<file path="config.mk">
export PLATFORM = sky130hd
export DESIGN_NAME = codk_ctrl
export DESIGN_NICKNAME = d
export VERILOG_FILES = /design/src/codk_pkg.sv /design/src/codk_ctrl.sv
export SDC_FILE = /design/constraint.sdc
export NUM_CORES = 1
export LEC_CHECK = 0
export ABC_AREA = 1
export BUFFER_PORTS_ARGS = -buffer_cell sky130_fd_sc_hd__buf_4
export CAP_MARGIN = 25
export CELL_PAD_IN_SITES_DETAIL_PLACEMENT = 1
export CELL_PAD_IN_SITES_GLOBAL_PLACEMENT = 2
export CORE_AREA = 2 2 95 97
export DETAILED_ROUTE_END_ITERATION = 12
export DIE_AREA = 0 0 97 99
export PLACE_DENSITY_LB_ADDON = 0.1
export SYNTH_ARGS = -nofsm -noshare
export SYNTH_HDL_FRONTEND = slang
export SYNTH_SLANG_ARGS = --single-unit
</file>
<file path="constraint.sdc">
create_clock -name i_clk -period 2.4 [get_ports i_clk]
set_clock_uncertainty 0.1 [all_clocks]
set_input_delay 0.12 -clock i_clk [delete_from_list [all_inputs] [get_ports i_clk]]
set_output_delay 0.12 -clock i_clk [all_outputs]
set_load 0.05 [all_outputs]
</file>
<file path="src/codk_pkg.sv">
package codk_pkg;

    localparam int TIME_FRAC_BITS_DEF = 32;
    localparam int COV_FRAC_BITS_DEF  = 40;

    localparam int CFG_IDX_W  = 2;
    localparam int CFG_DATA_W = 32;
    localparam logic [CFG_IDX_W-1:0] CFG_DEF_SIGMA = 2'd0;
    localparam logic [CFG_IDX_W-1:0] CFG_BIAS_NV   = 2'd1;
    localparam logic [CFG_IDX_W-1:0] CFG_DRIFT_NV  = 2'd2;
    localparam logic [CFG_IDX_W-1:0] CFG_GATE_EN   = 2'd3;

    localparam logic signed [63:0] S64_MAX = 64'sh7FFF_FFFF_FFFF_FFFF;
    localparam logic signed [63:0] S64_MIN = 64'sh8000_0000_0000_0000;
    localparam logic signed [63:0] CHI2_GATE_Q32 = 64'sd28496663914;
    // ceil(2^65 / 3): exact third of any 64-bit magnitude after a shift by 65
    localparam logic [63:0]        RCP3_Q65 = 64'hAAAA_AAAA_AAAA_AAAB;

    typedef enum logic [2:0] {
        OP_ADD, OP_SUB, OP_MUL, OP_MULU, OP_MULDIV, OP_CLAMP1, OP_GT, OP_END
    } t_op;

    typedef enum logic [2:0] {
        SH_T, SH_Q, SH_E, SH_S, SH_32, SH_1, SH_65
    } t_sh;

    localparam int MEM_DEPTH = 16;
    localparam int MEM_AW    = 4;

    // operand codes: below 16 a scratch entry, from 16 up a fixed source
    localparam logic [4:0] R_Y    = 5'd0;
    localparam logic [4:0] R_DT   = 5'd1;
    localparam logic [4:0] R_M    = 5'd2;
    localparam logic [4:0] R_XB   = 5'd3;
    localparam logic [4:0] R_P01  = 5'd4;
    localparam logic [4:0] R_P00  = 5'd5;
    localparam logic [4:0] R_Q11  = 5'd6;
    localparam logic [4:0] R_T2   = 5'd7;
    localparam logic [4:0] R_T3   = 5'd8;
    localparam logic [4:0] R_P11  = 5'd9;
    localparam logic [4:0] R_PYY  = 5'd10;
    localparam logic [4:0] R_INN  = 5'd11;
    localparam logic [4:0] R_LIM  = 5'd12;
    localparam logic [4:0] S_LT    = 5'd16;
    localparam logic [4:0] S_RT    = 5'd17;
    localparam logic [4:0] S_SIG   = 5'd18;
    localparam logic [4:0] S_SB    = 5'd19;
    localparam logic [4:0] S_SD    = 5'd20;
    localparam logic [4:0] S_CHI   = 5'd21;
    localparam logic [4:0] S_ONE   = 5'd22;
    localparam logic [4:0] S_RCP3  = 5'd24;
    localparam logic [4:0] S_ZERO  = 5'd25;
    localparam logic [4:0] S_BIAS  = 5'd26;
    localparam logic [4:0] S_DRIFT = 5'd27;
    localparam logic [4:0] S_CBB   = 5'd28;
    localparam logic [4:0] S_CBD   = 5'd29;
    localparam logic [4:0] S_CDD   = 5'd30;
    localparam logic [4:0] S_LUT   = 5'd31;

    typedef struct packed {
        t_op        op;
        t_sh        sh;
        logic [4:0] dst;
        logic [4:0] sa;
        logic [4:0] sb;
        logic [4:0] sd;
    } t_ins;

    localparam int PROG_LEN = 38;
    localparam int PC_W     = $clog2(PROG_LEN);

    localparam t_ins PROG [PROG_LEN] = '{
        '{OP_SUB,    SH_T,  R_Y,     S_LT,    S_RT,    S_ZERO},
        '{OP_SUB,    SH_T,  R_DT,    S_LT,    S_LUT,   S_ZERO},
        '{OP_MUL,    SH_T,  R_M,     S_DRIFT, R_DT,    S_ZERO},
        '{OP_ADD,    SH_T,  R_XB,    S_BIAS,  R_M,     S_ZERO},
        '{OP_MUL,    SH_T,  R_M,     R_DT,    S_CDD,   S_ZERO},
        '{OP_ADD,    SH_T,  R_P01,   S_CBD,   R_M,     S_ZERO},
        '{OP_MUL,    SH_T,  R_M,     R_DT,    S_CBD,   S_ZERO},
        '{OP_ADD,    SH_T,  R_P00,   S_CBB,   R_M,     S_ZERO},
        '{OP_MUL,    SH_T,  R_M,     R_DT,    R_P01,   S_ZERO},
        '{OP_ADD,    SH_T,  R_P00,   R_P00,   R_M,     S_ZERO},
        '{OP_MUL,    SH_Q,  R_Q11,   R_DT,    S_SD,    S_ZERO},
        '{OP_MUL,    SH_T,  R_T2,    R_DT,    R_Q11,   S_ZERO},
        '{OP_MUL,    SH_T,  R_T3,    R_DT,    R_T2,    S_ZERO},
        '{OP_MULU,   SH_65, R_T3,    R_T3,    S_RCP3,  S_ZERO},
        '{OP_MUL,    SH_Q,  R_M,     R_DT,    S_SB,    S_ZERO},
        '{OP_ADD,    SH_T,  R_M,     R_M,     R_T3,    S_ZERO},
        '{OP_ADD,    SH_T,  R_P00,   R_P00,   R_M,     S_ZERO},
        '{OP_MUL,    SH_1,  R_M,     R_T2,    S_ONE,   S_ZERO},
        '{OP_ADD,    SH_T,  R_P01,   R_P01,   R_M,     S_ZERO},
        '{OP_ADD,    SH_T,  R_P11,   S_CDD,   R_Q11,   S_ZERO},
        '{OP_MUL,    SH_S,  R_M,     S_SIG,   S_SIG,   S_ZERO},
        '{OP_ADD,    SH_T,  R_PYY,   R_P00,   R_M,     S_ZERO},
        '{OP_CLAMP1, SH_T,  R_PYY,   R_PYY,   S_ZERO,  S_ZERO},
        '{OP_SUB,    SH_T,  R_INN,   R_Y,     R_XB,    S_ZERO},
        '{OP_MUL,    SH_E,  R_M,     R_INN,   R_INN,   S_ZERO},
        '{OP_MUL,    SH_32, R_LIM,   S_CHI,   R_PYY,   S_ZERO},
        '{OP_GT,     SH_T,  S_ZERO,  R_M,     R_LIM,   S_ZERO},
        '{OP_MULDIV, SH_T,  R_M,     R_P00,   R_INN,   R_PYY},
        '{OP_ADD,    SH_T,  S_BIAS,  R_XB,    R_M,     S_ZERO},
        '{OP_MULDIV, SH_T,  R_M,     R_P01,   R_INN,   R_PYY},
        '{OP_ADD,    SH_T,  S_DRIFT, S_DRIFT, R_M,     S_ZERO},
        '{OP_MULDIV, SH_T,  R_M,     R_P00,   R_P00,   R_PYY},
        '{OP_SUB,    SH_T,  S_CBB,   R_P00,   R_M,     S_ZERO},
        '{OP_MULDIV, SH_T,  R_M,     R_P00,   R_P01,   R_PYY},
        '{OP_SUB,    SH_T,  S_CBD,   R_P01,   R_M,     S_ZERO},
        '{OP_MULDIV, SH_T,  R_M,     R_P01,   R_P01,   R_PYY},
        '{OP_SUB,    SH_T,  S_CDD,   R_P11,   R_M,     S_ZERO},
        '{OP_END,    SH_T,  S_LUT,   S_LT,    S_ZERO,  S_ZERO}
    };

    typedef enum logic [3:0] {
        S_IDLE, S_DECIDE, S_ISSUE, S_RD_AB, S_RD_D, S_LAT_D,
        S_MUL, S_DIV, S_WB, S_NEXT, S_EMIT
    } t_state;

    typedef struct packed {
        logic       cap_in;
        logic       clr_est;
        logic       seed;
        logic       rd_ab;
        logic       rd_d;
        logic       lat_d;
        logic       mul_pp;
        logic       mul_acc;
        logic [1:0] mul_k;
        logic       div_init;
        logic       div_step;
        logic       wb;
        logic       load_out;
        logic       acc;
        t_ins       ins;
    } t_cmd;

    typedef struct packed {
        logic kind;
        logic have;
        logic gate_en;
        logic flag;
    } t_stat;

    function automatic logic signed [63:0] sat_add(input logic signed [63:0] a,
                                                   input logic signed [63:0] b);
        logic signed [64:0] s;
        s = {a[63], a} + {b[63], b};
        if (s[64] != s[63]) return s[64] ? S64_MIN : S64_MAX;
        return s[63:0];
    endfunction

    function automatic logic signed [63:0] sat_sub(input logic signed [63:0] a,
                                                   input logic signed [63:0] b);
        logic signed [64:0] s;
        s = {a[63], a} - {b[63], b};
        if (s[64] != s[63]) return s[64] ? S64_MIN : S64_MAX;
        return s[63:0];
    endfunction

    function automatic logic signed [63:0] from_mag(input logic [127:0] m,
                                                    input logic neg);
        logic [63:0] lo;
        lo = m[63:0];
        if (m[127:64] != 64'd0) return neg ? S64_MIN : S64_MAX;
        if (neg) begin
            if (lo > 64'h8000_0000_0000_0000) return S64_MIN;
            return 64'd0 - lo;
        end
        if (lo[63]) return S64_MAX;
        return lo;
    endfunction

endpackage

</file>
<file path="src/codk_ctrl.sv">
module codk_ctrl (
    input  logic            i_clk,
    input  logic            i_rst_n,
    input  logic            i_in_valid,
    output logic            o_in_ready,
    input  logic            i_out_ready,
    output logic            o_out_valid,
    input  codk_pkg::t_stat i_stat,
    output codk_pkg::t_cmd  o_cmd
);
    import codk_pkg::*;

    t_state          r_state, n_state;
    logic [PC_W-1:0] r_pc;
    logic [7:0]      r_cnt;
    logic            r_acc;
    logic            r_out_valid;
    t_ins            w_ins;
    logic            w_fire;
    logic            w_emit_ok;
    logic            w_reject;

    assign w_ins     = PROG[r_pc];
    assign w_fire    = i_in_valid && (r_state == S_IDLE);
    assign w_emit_ok = !r_out_valid || i_out_ready;
    assign w_reject  = (w_ins.op == OP_GT) && i_stat.gate_en && i_stat.flag;

    always_comb begin
        n_state = r_state;
        case (r_state)
            S_IDLE:   if (w_fire) n_state = S_DECIDE;
            S_DECIDE: begin
                if (i_stat.kind || !i_stat.have) n_state = S_EMIT;
                else n_state = S_ISSUE;
            end
            S_ISSUE:  n_state = (w_ins.op == OP_END) ? S_EMIT : S_RD_AB;
            S_RD_AB:  n_state = S_RD_D;
            S_RD_D:   n_state = S_LAT_D;
            S_LAT_D: begin
                if (w_ins.op == OP_MUL || w_ins.op == OP_MULU || w_ins.op == OP_MULDIV)
                    n_state = S_MUL;
                else n_state = S_WB;
            end
            S_MUL: begin
                if (r_cnt == 8'd4) n_state = (w_ins.op == OP_MULDIV) ? S_DIV : S_WB;
            end
            S_DIV:    if (r_cnt == 8'd128) n_state = S_WB;
            S_WB:     n_state = S_NEXT;
            S_NEXT:   n_state = w_reject ? S_EMIT : S_ISSUE;
            S_EMIT:   if (w_emit_ok) n_state = S_IDLE;
            default:  n_state = S_IDLE;
        endcase
    end

    always_comb begin
        o_cmd          = '0;
        o_cmd.ins      = w_ins;
        o_cmd.acc      = r_acc;
        o_cmd.mul_k    = r_cnt[1:0];
        case (r_state)
            S_IDLE:   o_cmd.cap_in = w_fire;
            S_DECIDE: begin
                o_cmd.clr_est = i_stat.kind;
                o_cmd.seed    = !i_stat.kind && !i_stat.have;
            end
            S_RD_AB:  o_cmd.rd_ab = 1'b1;
            S_RD_D:   o_cmd.rd_d  = 1'b1;
            S_LAT_D:  o_cmd.lat_d = 1'b1;
            S_MUL: begin
                o_cmd.mul_pp  = (r_cnt < 8'd4);
                o_cmd.mul_acc = (r_cnt != 8'd0);
            end
            S_DIV: begin
                o_cmd.div_init = (r_cnt == 8'd0);
                o_cmd.div_step = (r_cnt != 8'd0);
            end
            S_WB:     o_cmd.wb = 1'b1;
            S_EMIT:   o_cmd.load_out = w_emit_ok;
            default:  o_cmd.ins = w_ins;
        endcase
    end

    always_ff @(posedge i_clk) begin
        if (!i_rst_n) begin
            r_state     <= S_IDLE;
            r_pc        <= '0;
            r_cnt       <= '0;
            r_acc       <= 1'b0;
            r_out_valid <= 1'b0;
        end else begin
            r_state <= n_state;
            if (r_state == S_DECIDE) begin
                r_pc  <= '0;
                r_acc <= !i_stat.kind;
            end
            if (r_state == S_ISSUE && w_ins.op == OP_END) r_acc <= 1'b1;
            if (r_state == S_NEXT) begin
                if (w_reject) r_acc <= 1'b0;
                else r_pc <= r_pc + 1'b1;
            end
            if (r_state == S_LAT_D) r_cnt <= '0;
            else if (r_state == S_MUL) r_cnt <= (r_cnt == 8'd4) ? 8'd0 : r_cnt + 8'd1;
            else if (r_state == S_DIV) r_cnt <= r_cnt + 8'd1;
            if (o_cmd.load_out) r_out_valid <= 1'b1;
            else if (i_out_ready) r_out_valid <= 1'b0;
        end
    end

    assign o_in_ready  = (r_state == S_IDLE);
    assign o_out_valid = r_out_valid;

`ifndef SYNTHESIS
    a_load_free: assert property (@(posedge i_clk) disable iff (!i_rst_n)
        o_cmd.load_out |-> (!r_out_valid || i_out_ready))
        else $error("result loaded over an untaken one");
    a_fire_decide: assert property (@(posedge i_clk) disable iff (!i_rst_n)
        w_fire |=> (r_state == S_DECIDE))
        else $error("request not decoded after accept");
    a_mul_cnt: assert property (@(posedge i_clk) disable iff (!i_rst_n)
        (r_state == S_MUL) |-> (r_cnt <= 8'd4))
        else $error("multiply step count out of range");
    a_pc_range: assert property (@(posedge i_clk) disable iff (!i_rst_n)
        r_pc < PC_W'(PROG_LEN))
        else $error("program counter past end");
`endif

endmodule

</file>
# --- Word-level counts from Yosys, hierarchy flattened ---
# Memory sizes are Yosys's and may differ from the RTL's.
# Index checks and enable logic that the tools add are counted.
# Widths: inputs -> output; s select.
op_classes:
  n_addsub: 2
  order_cmp: 2
  reduce_logical: 19
  n_eq_ne: 21
  n_mux: 33
  bitwise: 2
ops:
  columns: ["operator", "n"]
  rows:
  - ["$mux 26", 2]
  - ["$pmux 4 s11", 1]
  - ["$mux 4", 9]
  - ["$mux 8", 3]
  - ["$mux 6", 3]
  - ["$eq 4x3->1 const B", 4]
  - ["$eq 4x4->1 const B", 3]
  - ["$mux 1", 12]
  - ["$eq 3x3->1 const B", 3]
  - ["$add 8x1->8 const B", 1]
  - ["$eq 4x2->1 const B", 2]
  - ["$eq 8x3->1 const B", 1]
  - ["$eq 8x8->1 const B", 1]
  - ["$logic_not 8->1", 1]
  - ["$lt 8x3->1 const B", 1]
  - ["$reduce_bool 8->1", 1]
  - ["$ge 7x7->1 const B", 1]
  - ["$not 6->7", 1]
  - ["$add 6x1->6 const B", 1]
  - ["$eq 3x2->1 const B", 2]
  - ["$mux 2", 3]
  - ["$ne 2x2->1 const B", 3]
  - ["$logic_and 1x1->1", 5]
  - ["$eq 4x1->1 const B", 1]
  - ["other kinds (8)", 14]
totals:
  reg_bits: 20
  mem_count: 1
  input_bits: 8
  romBits: 1664
  out_inout_bits: 43
  elab_cells: 85
memory_table:
  columns: ["memory", "depth", "width", "rd", "rd_clocked_by_memory_dff", "wr", "line", "text"]
  rows:
  - ["(name not given)", 64, 26, 1, 0, 0, "codk_ctrl.sv:23", "assign w_ins = PROG[r_pc];"]

# --- Logic depth before layout (Yosys ltp) ---
logic_depth:
  depth_word: 9
  mapped_depth: 18
  mapped_depth_nobuf: 17

# --- Worst setup path after synthesis ---
# Ideal clock, no wire load.
synth_path:
  path_kind: "register to output"
  start: "reg r_pc[0]"
  end: "out o_cmd[11] (netlist bit)"
  stages_incl_launch_ff: 9
  path_buffers: 1
  t_arrival_ns: 3.555
  setup_slack_ns: -1.375
  t_required_ns: 2.180
  cell_sequence: "dfxtp_1 -> buf_2 -> inv_1 -> ha_1 -> inv_1 -> nand2_1 -> or2_2 -> a21oi_1 -> a2111oi_0"
synth_rtl:
  columns: ["element", "line", "text"]
  rows:
  - ["start: declaration", "codk_ctrl.sv:14", "logic [PC_W-1:0] r_pc;"]
  - ["start signal: assignment", "codk_ctrl.sv:99", "else r_pc <= r_pc + 1'b1;"]
  - ["end: declaration", "codk_ctrl.sv:9", "output codk_pkg::t_cmd o_cmd"]

==> flow_summary_export.csv <==
group,metric,value,unit
sta,period_share,0.956,
floorplanning,initial_core_util,0.284,
placement,placed_area,0.00292,sq mm
power,p_leak,0.00142,uW
finish,utilization,0.354,
global_route,grt_remaining_overflow,0,
finish,area_delta_synth_final,24.9,%
synthesis,synth_area_leader_cell,"dfxtp_1",
critical_path,crit_arrival,2.07,ns
drt,postRouteAntennaNets,0,
status,outcome,"completed",
placement,place_hpwl,7380,um
synthesis,synthDistinctLibCells,45,
floorplanning,io_pins,51,
critical_path,criticalPathCategory,"reg2out",
power,power_frac_clock,0.144,
critical_path,worst-endpoint-required,2.18,ns
synthesis,ys_warn_count,0,
power,p_comb_frac,0.605,
drt,drt_iter0_markers,102,
synthesis,syn_inst,399,
placement,gp_congestion,0.874,
critical_path,critPathMaxFanout,6,
power,ir_drop,505,uV
power,p_int,764,uW
floorplanning,core,0.00855,sq mm
floorplanning,fp-row-count,34,
floorplanning,die_area,0.00960,sq mm
placement,port_buffers,48,
finish,drive_gt1_frac,0.261,
finish,regArea,404,sq um
drt,vias,2827,
sta,worst_slew_pin_slew,0.495,ns
power,p_sw,868,uW
global_route,grt_usage,0.190,
sta,finalHoldViolations,0,
sta,rsz0062_at_grt,"true",
clock_network,htreeDepth,1,
synthesis,synth_fp_nets,424,
drt,post_drt_wl_per_cell,16.4,um
critical_path,end_kind,"output port",
finish,multiInputGateArea,0.00173,sq mm
synthesis,ys_seq_elements,20,
clock_network,cts_tree,"yes",
clock_network,cts_buffer_depth,2,
synthesis,yosysSeqAreaShare,0.165,
clock_network,cts-root-buf,"clkbuf_8",
synthesis,netlist_area,0.00242,sq mm
clock_network,clk_transition_reported_paths,0.08,ns
critical_path,worstPathCellList,"inv_1 > buf_4 > ha_4 > nand2_1 > o211ai_1 > o311ai_1 > o21ai_0 > nand2_1 > nand2_1 > buf_6",
global_route,first_global_vias,3003,
finish,finalInstanceArea,0.00303,sq mm
critical_path,crit_top_cell,"nand2_1",
sta,min_period,2.29,ns
power,p_sw_frac,0.532,
synthesis,synth_top_area_frac,0.165,
critical_path,critPathLaunchType,"flop",
worst_hold_path,min_path_type,"in2reg",
sta,clock.fmax,0.436,GHz
clock_network,clock_sinks,20,
synthesis,syn_area_per_cell,6.08,sq um
sta,setup_violations,0,
sta,relSlewSlack,0.667,
drt,drtPass1Iterations,4,
clock_network,insertion_delay,0.26,ns
power,p_per_area,539,mW/mm^2
critical_path,cp_slowest_cell,"dfxtp_1",
run,max_cap_viol_count,0,
floorplanning,die_h,99,um
finish,insertedDiodeCount,0,
global_route,grt_pass1_wl,15100,um
global_route,grt_max_degree,21,
finish,finalNetCount,475,
drt,drc_errors,0,
power,power_frac_seq,0.251,
critical_path,slowest_delay,0.33,ns
sta,final_max_slew_viol_count,0,
floorplanning,die_w,97,um
drt,wirelength,9120,um
clock_network,cts_buffers,3,
drt,viasPerCell,5.08,
synthesis,synth_area_leaders,"dfxtp_1 17%, nand2_1 11%, nor2_1 8.8%",
finish,fillerInstances,1141,
global_route,grt_antenna_before_repair,0,
metal layers:
layer,global-route usage,wire (um)
met5,0,0
met4,0.0563,206
met3,0.0142,264
met2,0.375,4760
met1,0.218,3890
repair_timing:
item / CTS / global route
setup buffers: 0 / 4
endpoints found under the setup margin: 4 / 9
hold buffers: 0 / 0
pin swaps: 1 / 2
gates resized for setup: 4 / 7
cells in the final DEF (no fill, tap or decap), drive strengths merged, types with 9 or more instances in the layout:
master,synthesis,layout
dfxtp,20,20
nand3,20,20
a21oi,28,28
nor3,9,9
buf,14,66
o21ai,36,36
inv,56,55
nand2,87,87
nor2,65,65
ha,17,17
cells in the mapped netlist, drive strengths merged:
cell type  instances
o21a               1
nor4               4
or2                1
a22oi              2
clkbuf             6
inv               56
nor3b              1
nor3               9
nor2              65
o32ai              1
o311ai             1
buf               14
nand2             87
xor2               3
o221ai             3
nand3             20
ha                17
a21oi             28
a2111oi            1
o31ai              2
o21ai             36
o211ai             4
a32oi              1
a211oi             4
conb               2
o22ai              1
and3               1
a31oi              3
dfxtp             20
a221oi             2
nand4              3
per-stage QoR:
stage / instances / power (uW) / setup WS [ns] / TNS [ns] / hold WS [ns]
2_1_floorplan: 399 / 1120 / 0.00343 / 0 / 0.118
3_3_place_gp: 549 / 1390 / 0.129 / 0 / 0.281
3_5_place_dp: 549 / 1390 / 0.0422 / 0 / 0.280
4_1_cts: 552 / 1650 / 0.0584 / 0 / 0.00425
5_1_grt: 556 / 1750 / -0.0605 / -0.0981 / 0.0322
6_report: 556 / 1630 / 0.106 / 0 / 0.0121
state kept, by name, indices dropped and copies added, names as in the netlist:
name / flops
o_out_valid: 1
r_state: 4
r_pc: 6
r_acc: 1
r_cnt: 8
layout make-up:
| type | count | share of cell area |
|---|---|---|
| tap | 108 | 0.0446 |
| multi-input combinational | 303 | 0.572 |
| clock buffer | 3 | 0.0136 |
| inverter | 56 | 0.0715 |
| timing repair buffer | 66 | 0.165 |
| sequential | 20 | 0.133 |
power by group through the flow:
| stage | sequential, uW | combinational (uW) | clock (uW) |
|---|---|---|---|
| after CTS | 410 | 989 | 248 |
| after global placement | 419 | 976 | 0 |
| after detailed placement | 416 | 978 | 0 |
| after floorplan | 409 | 707 | 0 |
| final | 410 | 987 | 235 |
| after global routing | 416 | 1080 | 260 |
cell families (layout without fill, tap and decap cells):
kind of cell    after synthesis  in the layout  share of synthesized area
other cells                   2              2                    0.00310
simple gates                191            191                      0.372
compound gates               90             90                      0.217
buf+inv                      76            125                      0.145
xor+xnor                      3              3                     0.0108
fa+ha+maj                    17             17                     0.0877
flops                        20             20                      0.165
worst paths after layout:
check / startpoint / depth (start not counted) / endpoint / slack, ns
max: r_pc[0] / 10 / o_cmd[18] / 0.11
min: i_rst_n / 3 / r_pc[5] / 0.01
min reg2reg: r_acc / 2 / r_acc / 0.39
max reg2reg: r_pc[0] / 13 / r_pc[0] / 0.25
critical path, delay by kind of cell (launching register included):
family	cells	cell delay, ns
flops	1	0.33
buf+inv	3	0.48
simple gates	3	0.25
compound gates	3	0.46
fa+ha+maj	1	0.29
Power figures use the tool's default switching activity.
